### src/rtl/core/bcg_pkg.sv
package bcg_pkg;

  localparam int unsigned GridSideDef  = 64;
  localparam int unsigned CountBitsDef = 16;
  localparam int unsigned FracBitsDef  = 16;
  localparam int unsigned CoordBits    = 6;
  localparam int unsigned ObsBits      = 8;
  localparam int unsigned OutBits      = FracBitsDef + 1;
  localparam int unsigned NumPairs     = 3;

  typedef enum logic [2:0] {
    ST_IDLE,
    ST_CLEAR,
    ST_READ,
    ST_UPDATE,
    ST_DIVIDE,
    ST_DONE
  } state_e;

endpackage

### src/rtl/core/bcg_div.sv
module bcg_div #(
  parameter int unsigned COUNT_BITS = bcg_pkg::CountBitsDef,
  parameter int unsigned FRAC_BITS  = bcg_pkg::FracBitsDef
) (
  input  logic                     clk_i,
  input  logic                     rst_ni,
  input  logic                     start_i,
  input  logic [COUNT_BITS:0]      num_i,
  input  logic [COUNT_BITS:0]      den_i,
  output logic                     done_o,
  output logic [FRAC_BITS:0]       quo_o
);
  import bcg_pkg::*;

  localparam int unsigned DW = COUNT_BITS + 1;
  localparam int unsigned NW = DW + FRAC_BITS + 1;
  localparam int unsigned CW = $clog2(NW + 1);

  logic [NW-1:0] num_q, num_d;
  logic [NW-1:0] quo_q, quo_d;
  logic [DW:0]   rem_q, rem_d;
  logic [DW-1:0] den_q;
  logic [CW-1:0] cnt_q, cnt_d;
  logic          busy_q, busy_d;
  logic          done_q, done_d;
  logic [DW:0]   trial;
  logic [NW-1:0] dividend;

  assign dividend = ({{(FRAC_BITS+1){1'b0}}, num_i} << FRAC_BITS)
                  + {{(FRAC_BITS+1){1'b0}}, (den_i >> 1)};
  assign trial = {rem_q[DW-1:0], num_q[NW-1]};

  always_comb begin
    num_d  = num_q;
    quo_d  = quo_q;
    rem_d  = rem_q;
    cnt_d  = cnt_q;
    busy_d = busy_q;
    done_d = 1'b0;
    if (start_i) begin
      num_d  = dividend;
      quo_d  = '0;
      rem_d  = '0;
      cnt_d  = CW'(NW);
      busy_d = 1'b1;
    end else if (busy_q) begin
      num_d = num_q << 1;
      if (trial >= {1'b0, den_q}) begin
        rem_d = trial - {1'b0, den_q};
        quo_d = {quo_q[NW-2:0], 1'b1};
      end else begin
        rem_d = trial;
        quo_d = {quo_q[NW-2:0], 1'b0};
      end
      cnt_d = cnt_q - 1'b1;
      if (cnt_q == CW'(1)) begin
        busy_d = 1'b0;
        done_d = 1'b1;
      end
    end
  end

  always_ff @(posedge clk_i or negedge rst_ni) begin
    if (!rst_ni) begin
      busy_q <= 1'b0;
      done_q <= 1'b0;
      cnt_q  <= '0;
    end else begin
      busy_q <= busy_d;
      done_q <= done_d;
      cnt_q  <= cnt_d;
    end
  end

  always_ff @(posedge clk_i) begin
    num_q <= num_d;
    quo_q <= quo_d;
    rem_q <= rem_d;
    if (start_i) begin
      den_q <= den_i;
    end
  end

  assign done_o = done_q;
  assign quo_o  = (den_q == '0) ? '0 : quo_q[FRAC_BITS:0];

endmodule

### config.mk
export PLATFORM = sky130hd
export DESIGN_NAME = bcg_div
export DESIGN_NICKNAME = d
export VERILOG_FILES = /design/src/rtl/core/bcg_pkg.sv /design/src/rtl/core/bcg_div.sv
export SDC_FILE = /design/constraint.sdc
export NUM_CORES = 1
export LEC_CHECK = 0
export BUFFER_PORTS_ARGS = -buffer_cell sky130_fd_sc_hd__buf_2
export CAP_MARGIN = 30
export CORE_MARGIN = 4
export CORE_UTILIZATION = 40
export CTS_BUF_LIST = sky130_fd_sc_hd__clkbuf_4
export CTS_CLUSTER_DIAMETER = 40
export DETAILED_ROUTE_END_ITERATION = 8
export GPL_TIMING_DRIVEN = 0
export SLEW_MARGIN = 20
export SYNTH_ARGS = -nofsm -noshare
export SYNTH_HDL_FRONTEND = slang
export SYNTH_SLANG_ARGS = --single-unit
### constraint.sdc
create_clock -name clk_i -period 3.7 [get_ports clk_i]
set_input_delay 0.185 -clock clk_i [delete_from_list [all_inputs] [get_ports clk_i]]
set_output_delay 0.185 -clock clk_i [all_outputs]
set_load 0.005 [all_outputs]
## Word level (Yosys, flattened, before mapping)

Cells that the tools add are included.

- Register bits after elaboration: 93
- Output and inout port bits: 18
- Logic and storage cells: 27

- Add/subtract/negate cells: 3
- $lt $le $gt $ge: 1
- Eq/ne operators: 1
- Mux-type cells: 13
- Reduce and logical (&&, ||, !) cells: 2

Operator list:

| operator | count |
|---|---|
| 34-bit 2-to-1 mux | 2 |
| 33-bit by 16-bit adder with 34-bit output | 1 |
| 17-bit 2-to-1 mux | 2 |
| 18-bit by 17-bit greater-or-equal comparator with 1-bit output | 1 |
| 17-bit zero test | 1 |
| 17-bit subtractor | 1 |
| 6-bit 2-to-1 mux | 2 |
| 1-bit 2-to-1 mux | 7 |
| 6-bit by 1-bit == test with 1-bit output, second input constant | 1 |
| 6-bit by 1-bit subtractor with 6-bit output, second input constant | 1 |
| 2-bit nonzero test | 1 |

## Logic depth before layout (Yosys ltp)

Gate-level depths: netlist (run 1).

- Depth in word-level cells: 4
- Depth in mapped cells: 11
- Depth with buffers taken out: 10

## Worst setup path after synthesis (run 1)

No wires, ideal clock.

- Kind: register to register
- Start: reg num_q[33]
- End: reg rem_q[3]
- Setup time: 0.136 ns
- Arrival time: 2.429 ns
- Required time: 3.564 ns
- Slack: 1.135 ns
- Cell stages (with the launch flop): 12
- Clock period less this slack: 2.565 ns
- Path through: edfxtp_1 -> inv_1 -> ha_1 -> inv_1 -> fa_1 -> a21o_1 -> a221oi_4 -> o21ai_2 -> a211oi_4 -> buf_6 -> mux2i_1 -> a211oi_1

- Word-level cells in the longest chain between the ends: 2
- Elaborated cells on any way between the ends: 3

Ends and longest elaborated chain:

| what | line | RTL |
|---|---|---|
| start: declaration | bcg_div.sv:19 | `logic [NW-1:0] num_q, num_d;` |
| start signal: assignment | bcg_div.sv:76 | `num_q <= num_d;` |
| 17-bit subtractor / 18-bit by 17-bit greater-or-equal comparator with 1-bit output (equally long branches) | bcg_div.sv:49, bcg_div.sv:48 |  |
| 17-bit 2-to-1 mux (*) | bcg_div.sv:48 | `if (trial >= {1'b0, den_q}) begin` |
| end signal: assignment | bcg_div.sv:78 | `rem_q <= rem_d;` |
| end: declaration | bcg_div.sv:21 | `logic [DW:0] rem_q, rem_d;` |

Every way passes the cells marked *; elsewhere a longest branch is shown, timed or not.
A chain may end at the register's enable or synchronous reset.

## Final worst setup path (run 1)

Same ends and word-level chain as after synthesis.

==> metrics.md, run 1 <==
| Metric | Value |
|---|---|
| Asr flop ratio synth | 0.0860 |
| Global-route wire length before repair | 16700 microns |
| Syn_nets | 486 |
| Critical path class | register to register |
| Post-Syn Instances | 429 |
| CP Cell Sequence | inv_1 > ha_1 > inv_1 > fa_1 > a21o_1 > a221oi_4 > o21ai_2 > a211oi_4 > buf_6 > mux2i_1 > a211oi_1 |
| Routed WL | 10300 microns |
| Antenna-violating nets left | 0 |
| IO Count | 55 |
| CP Data Required Time | 4000 ps |
| Reg clk slew, reported paths | 140 ps |
| Post-route cell area | 5610 sq um |
| Worst-Margin Slew | 818 ps |
| Final net count | 571 |
| Total gr overflow | 0 |
| Seq pwr share | 0.559 |
| Crit path max fanout | 10 |
| Worst Skew | 21.6 ps |
| Clock Path Buffers | 2 |
| Worst Setup Start Kind | register |
| CTS tree | yes |
| Psw | 516 uW |
| Multi-input logic area | 2190 sq um |
| DR WL/cell | 15.5 microns |
| Setup violations, final | 0 |
| GRT Total Usage | 0.156 |
| Yosys warning count | 0 |
| Leakage | 2.51 nW |
| Most frequent CP cell | inv_1 |
| Site Rows | 39 |
| Fin crit share | 0.819 |
| Area growth from synthesis to layout | 17.5% |
| Crit. End Element | register |
| Unrepaired setup endpoints after global routing | no |
| Slowest CP cell | a211oi_4 |
| Chip width | 117 microns |
| Pins Over Slew Limit | 0 |
| Rel. slew slack | 0.450 |
| Cell Area, Synth | 4770 sq um |
| Worst path max stage delay | 490 ps |
| 1st-pass router iterations | 4 |
| Post-synthesis compound-gate area fraction | 0.120 |
| Ys flop type | edfxtp_1 |
| Simple-gate share of the synthesized area | 0.135 |
| Main combinational cell family by area after synthesis | simple AND/OR/NAND/NOR gates |
| WP data arrival | 3330 ps |
| Post-synth cell types | 53 |
| Antenna violations before repair | 0 |
| EDFF count, synth | 51 |
| Yosys reg bits | 93 |
| Diode count | 0 |
| Setup Buffers After CTS | 0 |
| Combinational share of power | 0.127 |
| Core area | 11600 sq um |
| Max frequency | 330 MHz |
| Post-synthesis mux area share | 0.124 |
| Worst min-delay path class | input port to register |
| Clock power share | 0.314 |
| Max-Cap Viols | 0 |
| Fin crit period | 3030 ps |
| Share of post-route cells with drive strength above 1 | 0.220 |
| DR DRC count | 0 |
| Largest net degree at the start of global routing | 35 |
| Cell Int Power | 1.64 mW |
| Mean Syn Cell Area | 11.1 sq um |
| Die area | 13700 sq um |
| Sink Count | 93 |
| Outcome | completed |
| Dpl cells | 626 |
| Htree depth | 3 |
| Final Hold Viols | 0 |
| Port bufs | 54 |
| GPL Wtd Cong | 0.888 |
| Initial Util | 0.413 |
| DRT iter0 DRCs | 180 |
| HPWL after DPL | 7390 microns |
| CTS buffer count | 9 |
| Vias per cell | 5.26 |
| Finished Layout Cells | 662 |
| Filler cells | 1069 |
| Area post-placement | 5230 sq um |
| Vias in the first global route | 3463 |
| Via count | 3483 |
| Root Buffer | clkbuf_4 |
| Seq/Total Area, Yosys | 0.506 |
| TNS Setup | 0 ps |
| XOR/XNOR Fraction of Synth Area | 0.0239 |
| Clk_lat worst skew | 450 ps |
| Pwr dens | 384 nW/um^2 |
| Switching share of power | 0.239 |
| Die Ht | 117 microns |
| Register area | 2410 sq um |
| Peak VDD IR | 327 uV |
| Area share of fa/ha/maj cells after synthesis | 0.0540 |
synthesized netlist by cell type, drive strengths merged, types with 7 or more instances:
cell type	count	area share
edfxtp	51	0.32
nor2	44	0.035
dfxtp	34	0.14
mux2	33	0.078
inv	26	0.020
mux2i	22	0.046
ha	19	0.050
nor2b	18	0.024
a21oi	16	0.017
nand2	16	0.013
o21ai	12	0.013
a211oi	11	0.020
buf	11	0.011
xnor2	9	0.017
a21o	8	0.013
dfrtp	8	0.042
nor4	8	0.010
clkbuf	7	0.0055
power by group through the flow:
stage          clock, mW  sequential [mW]  combinational (mW)
6_report           0.677             1.20               0.274
5_1_grt            0.743             1.21               0.305
4_1_cts            0.697             1.20               0.274
3_5_place_dp           0             1.23               0.256
3_3_place_gp           0             1.23               0.249
2_1_floorplan          0             1.21               0.187
timing repair:
action                    4_1_cts  5_1_grt
gates resized for setup         0        0
hold buffers                   20        0
hold endpoints to repair       27        0
routing by layer:
layer | share of wire | global-route usage | vias up | routed length (microns)
li1 | - | - | 1745 | -
met1 | 0.47 | 0.205 | 1649 | 4790
met2 | 0.48 | 0.253 | 81 | 4890
met3 | 0.044 | 0.0375 | 8 | 450
met4 | 0.012 | 0.0497 | 0 | 123
met5 | 0 | 0 | - | 0
layout make-up:
| cell class | instances | area share |
|---|---|---|
| flip-flops and latches | 93 | 0.430 |
| repair buffers | 74 | 0.0839 |
| inverters | 26 | 0.0174 |
| plain buffers | 18 | 0.0138 |
| multi-input cells | 292 | 0.390 |
| well taps | 143 | 0.0319 |
| clock inverters | 7 | 0.0203 |
| clock buffers | 9 | 0.0120 |
state kept, by name (all words and copies together) (netlist names):
| name | cells |
|---|---|
| num_q | 34 |
| den_q | 17 |
| quo_q | 17 |
| rem_q | 17 |
| cnt_q | 6 |
| busy_q | 1 |
| done_o | 1 |
cell families after synthesis:
logic type               after synthesis
AO/OA/AOI/OAI                         78
XOR/XNOR                              13
adder cells (fa/ha/maj)               20
buffers and inverters                 44
flip-flops                            93
multiplexers                          55
AND/OR/NAND/NOR                      126
path summary, 6_finish.rpt:
| path | start | end | slack, ps | cells after the start |
|---|---|---|---|---|
| max | num_q[33]$_SDFFCE_PP0P_ | rem_q[3]$_SDFFE_PP0P_ | 670 | 11 |
| max reg2reg | num_q[33]$_SDFFCE_PP0P_ | rem_q[3]$_SDFFE_PP0P_ | 670 | 11 |
| min reg2reg | rem_q[9]$_SDFFE_PP0P_ | rem_q[10]$_SDFFE_PP0P_ | 520 | 2 |
| min | num_i[9] | num_q[25]$_DFFE_PP_ | 40 | 2 |
| min in group asynchronous | rst_ni | done_o$_DFF_PN0_ | 80 | 2 |
| max in group asynchronous | rst_ni | cnt_q[1]$_DFFE_PN0P_ | 3450 | 2 |
per-stage QoR:
step           hold WS [ps]  worst slack [ps]  utilization  power [mW]
2_1_floorplan          -111              1130            -        1.40
3_3_place_gp           33.3               734        0.451        1.47
3_5_place_dp           40.3               707        0.452        1.48
4_1_cts                1.43               622        0.485        2.17
5_1_grt               0.847               445        0.485        2.26
6_report               39.8               669        0.485        2.16
cells in the final DEF, fill, tap and decap left out, types with 3 or more instances in the layout:
cell | Yosys | layout
ha_1 | 19 | 19
nor2b_1 | 18 | 18
mux2_2 | 33 | 33
a21oi_1 | 16 | 16
o21ai_0 | 11 | 11
edfxtp_1 | 51 | 51
bufinv_16 | 0 | 3
or3_1 | 3 | 3
and3_1 | 4 | 4
xnor2_1 | 9 | 9
a311oi_1 | 4 | 4
nor3_1 | 6 | 6
nor4_1 | 8 | 7
a211oi_1 | 10 | 10
and2_1 | 3 | 3
nor2_1 | 44 | 44
dfxtp_1 | 34 | 34
and4_1 | 6 | 6
clkbuf_1 | 7 | 7
dfrtp_1 | 8 | 8
dlygate4sd3_1 | 0 | 20
nand2_1 | 16 | 16
inv_1 | 26 | 25
o21a_1 | 3 | 3
mux2i_1 | 22 | 22
nand2b_1 | 3 | 3
clkbuf_4 | 0 | 9
buf_2 | 2 | 56
xor2_1 | 4 | 4
a32oi_1 | 6 | 6
nand3_1 | 6 | 6
a21o_1 | 8 | 8
buf_1 | 8 | 8
critical path: cells and delay by family (launching register included):
family	cells	cell delay, ps
compound gates	5	1330
fa+ha+maj	2	550
buf+inv	3	360
flops	1	430
mux	1	210
(Power assumes the default switching activity.)
==> run 2, diff against run 1 <==
Clock period 3.7 ns to 2.81 ns, I/O delays scaled along.
==> run 2 against run 1 <==
Compared with the run above:
- core utilization is 2.0 points higher
- sequential power rose by 33%
- clock power up 32%
- flip-flop and latch count unchanged
- sequential share of layout area decreased by 1.7 points
- clock skew up 1.2 ps
- cell count increased by 3.3%
- cell area is 4.1% higher
- die area did not move
- critical path type unchanged
- largest power group unchanged
- highest routed layer unchanged
==> metrics.md, run 2 (synthesized netlist as in run 1, its figures left out) <==
| Metric | Value |
|---|---|
| Outcome | completed (unchanged) |
| Area post-placement | 5230 sq um (unchanged) |
| Final Hold Viols | 0 (unchanged) |
| Antenna-violating nets left | 0 (unchanged) |
| M1 WL | 4850 microns (was 4790 microns) |
| DRT iter0 DRCs | 194 (was 180) |
| CP Cell Sequence | inv_1 > ha_1 > inv_1 > fa_2 > a21o_1 > a221oi_4 > o21ai_2 > a211oi_4 > buf_4 > buf_6 > mux2i_1 > a211oi_1 (was inv_1 > ha_1 > inv_1 > fa_1 > a21o_1 > a221oi_4 > o21ai_2 > a211oi_4 > buf_6 > mux2i_1 > a211oi_1) |
| Peak VDD IR | 385 uV (was 327 uV) |
| Post-route cell area | 5840 sq um (was 5610 sq um) |
| PnR worst setup slack | 105 ps (was 669 ps) |
| Die area | 13700 sq um (unchanged) |
| Total power | 2.86 mW (was 2.16 mW) |
| Pwr dens | 490 nW/um^2 (was 384 nW/um^2) |
| Vias in the first global route | 3567 (was 3463) |
| FF-to-FF Start | num_q[33]$_SDFFCE_PP0P_ (unchanged) |
| IO Count | 55 (unchanged) |
| Max-Cap Viols | 0 (unchanged) |
| Via count | 3606 (was 3483) |
| Commonest non-fill, non-tap cell in the layout | buf_2 (unchanged) |
| Area growth from synthesis to layout | 22.4% (was 17.5%) |
| Largest net degree at the start of global routing | 35 (unchanged) |
| GRT Total Usage | 0.160 (was 0.156) |
| Site Rows | 39 (unchanged) |
| Share of post-route cells with drive strength above 1 | 0.235 (was 0.220) |
| Worst min-delay path class | input port to async pin (was input port to register) |
| Fin crit share | 0.963 (was 0.819) |
| Chip width | 117 microns (unchanged) |
| Critical path class | register to register (unchanged) |
| DR DRC count | 0 (unchanged) |
| Stages on the worst setup path | 12 (was 11) |
| Clock Path Buffers | 2 (unchanged) |
| Max frequency | 370 MHz (was 330 MHz) |
| Antenna violations before repair | 0 (unchanged) |
| Initial Util | 0.413 (unchanged) |
| Worst Skew | 22.8 ps (was 21.6 ps) |
| DR top layer | met4 (unchanged) |
| WP data arrival | 3020 ps (was 3330 ps) |
| Met2 Wirelength | 5050 microns (was 4890 microns) |
| CP Data Required Time | 3120 ps (was 4000 ps) |
| 1st-pass router iterations | 4 (unchanged) |
| Finished Layout Cells | 684 (was 662) |
| Worst Setup Start Kind | register (unchanged) |
| Rel. slew slack | 0.505 (was 0.450) |
| DR WL/cell | 15.4 microns (was 15.5 microns) |
| GPL Wtd Cong | 0.888 (unchanged) |
| Core area | 11600 sq um (unchanged) |
| Diode count | 0 (unchanged) |
| Vias per cell | 5.27 (was 5.26) |
| Commonest cells after routing, fill and taps aside | buf_2, edfxtp_1, nor2_1 (unchanged) |
| Max FFs per register | 34 (unchanged) |
| Clk_lat worst skew | 450 ps (about the same) |
| Htree depth | 3 (unchanged) |
| Dpl cells | 626 (unchanged) |
| R2R Setup Slk | 100 ps (was 670 ps) |
| Worst path max stage delay | 430 ps (was 490 ps) |
| Leakage | 2.61 nW (was 2.51 nW) |
| Crit. End Element | register (unchanged) |
| Largest register by flop count | num_q (unchanged) |
| Worst-Margin Slew | 742 ps (was 818 ps) |
| Global-route wire length before repair | 17200 microns (was 16700 microns) |
| Fin crit period | 2710 ps (was 3030 ps) |
| Pins Over Slew Limit | 0 (unchanged) |
| Reg clk slew, reported paths | 150 ps (was 140 ps) |
| HPWL after DPL | 7390 microns (unchanged) |
| Setup WS pre-CTS | -183 ps (was 707 ps) |
| CP Launch Point | num_q[33]$_SDFFCE_PP0P_ (unchanged) |
| Delay-heaviest family, CP | compound AO/OA/AOI/OAI gates (unchanged) |
| CTS buffer count | 9 (unchanged) |
| Slowest CP cell | edfxtp_1 (was a211oi_4) |
| DR WL met3 | 476 microns (was 450 microns) |
| Most frequent CP cell | inv_1 (unchanged) |
| Sink Count | 93 (unchanged) |
| Routed WL | 10500 microns (was 10300 microns) |
| Port bufs | 54 (unchanged) |
| Bufs and invs on worst path | 4 (was 3) |
| R2R depth | 12 (was 11) |
| Total gr overflow | 0 (unchanged) |
| CTS tree | yes (unchanged) |
| Crit path max fanout | 5 (was 10) |
| Final net count | 593 (was 571) |
| Die Ht | 117 microns (unchanged) |
| Root Buffer | clkbuf_4 (unchanged) |
| Crit path to | rem_q[3]$_SDFFE_PP0P_ (unchanged) |
| Worst r2r dst | rem_q[3]$_SDFFE_PP0P_ (unchanged) |
| Fin Hold WS | 33.3 ps (was 39.8 ps) |
| Setup violations, final | 0 (unchanged) |
==> run 2: how the worst min path moves through the flow <==
stage,from,to,slack (ps),cells after the start
2_1_floorplan,rst_ni,busy_q$_DFF_PN0_,-160,0
3_3_place_gp,rst_ni,cnt_q[4]$_DFFE_PN0P_,-10,1
3_5_place_dp,rst_ni,done_o$_DFF_PN0_,-4,1
4_1_cts,rst_ni,done_o$_DFF_PN0_,20,2
5_1_grt,rst_ni,done_o$_DFF_PN0_,20,2
6_report,rst_ni,cnt_q[1]$_DFFE_PN0P_,30,2
==> run 2: through the flow <==
stage | setup TNS, ps | utilization
after global placement | -1840 | 0.451
after detailed placement | -1950 | 0.452
final | 0 | 0.505
after floorplan | 0 | -
after CTS | 0 | 0.501
after global routing | -3.57 | 0.505
==> run 2: power breakdown <==
| group | switching [mW] | internal, mW |
|---|---|---|
| Combinational | 0.189 | 0.192 |
| Clock | 0.445 | 0.446 |
| Sequential | 0.0490 | 1.54 |
==> run 2: area by class of cell <==
| cell class | count | area, sq um |
|---|---|---|
| flip-flops and latches | 93 | 2410 |
| multi-input cells | 292 | 2210 |
| clock buffers | 9 | 67.6 |
| well taps | 143 | 179 |
| fillers | 1045 | 5730 |
| clock inverters | 7 | 114 |
| inverters | 26 | 97.6 |
| plain buffers | 17 | 77.6 |
| repair buffers | 97 | 684 |
==> run 2: routing by layer <==
| layer | GRT usage | vias to the layer above |
|---|---|---|
| li1 | - | 1790 |
| met1 | 0.206 | 1722 |
| met2 | 0.265 | 84 |
| met3 | 0.0391 | 10 |
| met4 | 0.0474 | 0 |
| met5 | 0 | - |
==> run 2: what timing repair did <==
item,in CTS,in global routing
hold buffers,35,0
hold endpoints to repair,55,0
buffers inserted,3,4
gates cloned,0,1
gates resized for setup,2,9
pin swaps,2,6
setup endpoints to repair,27,24
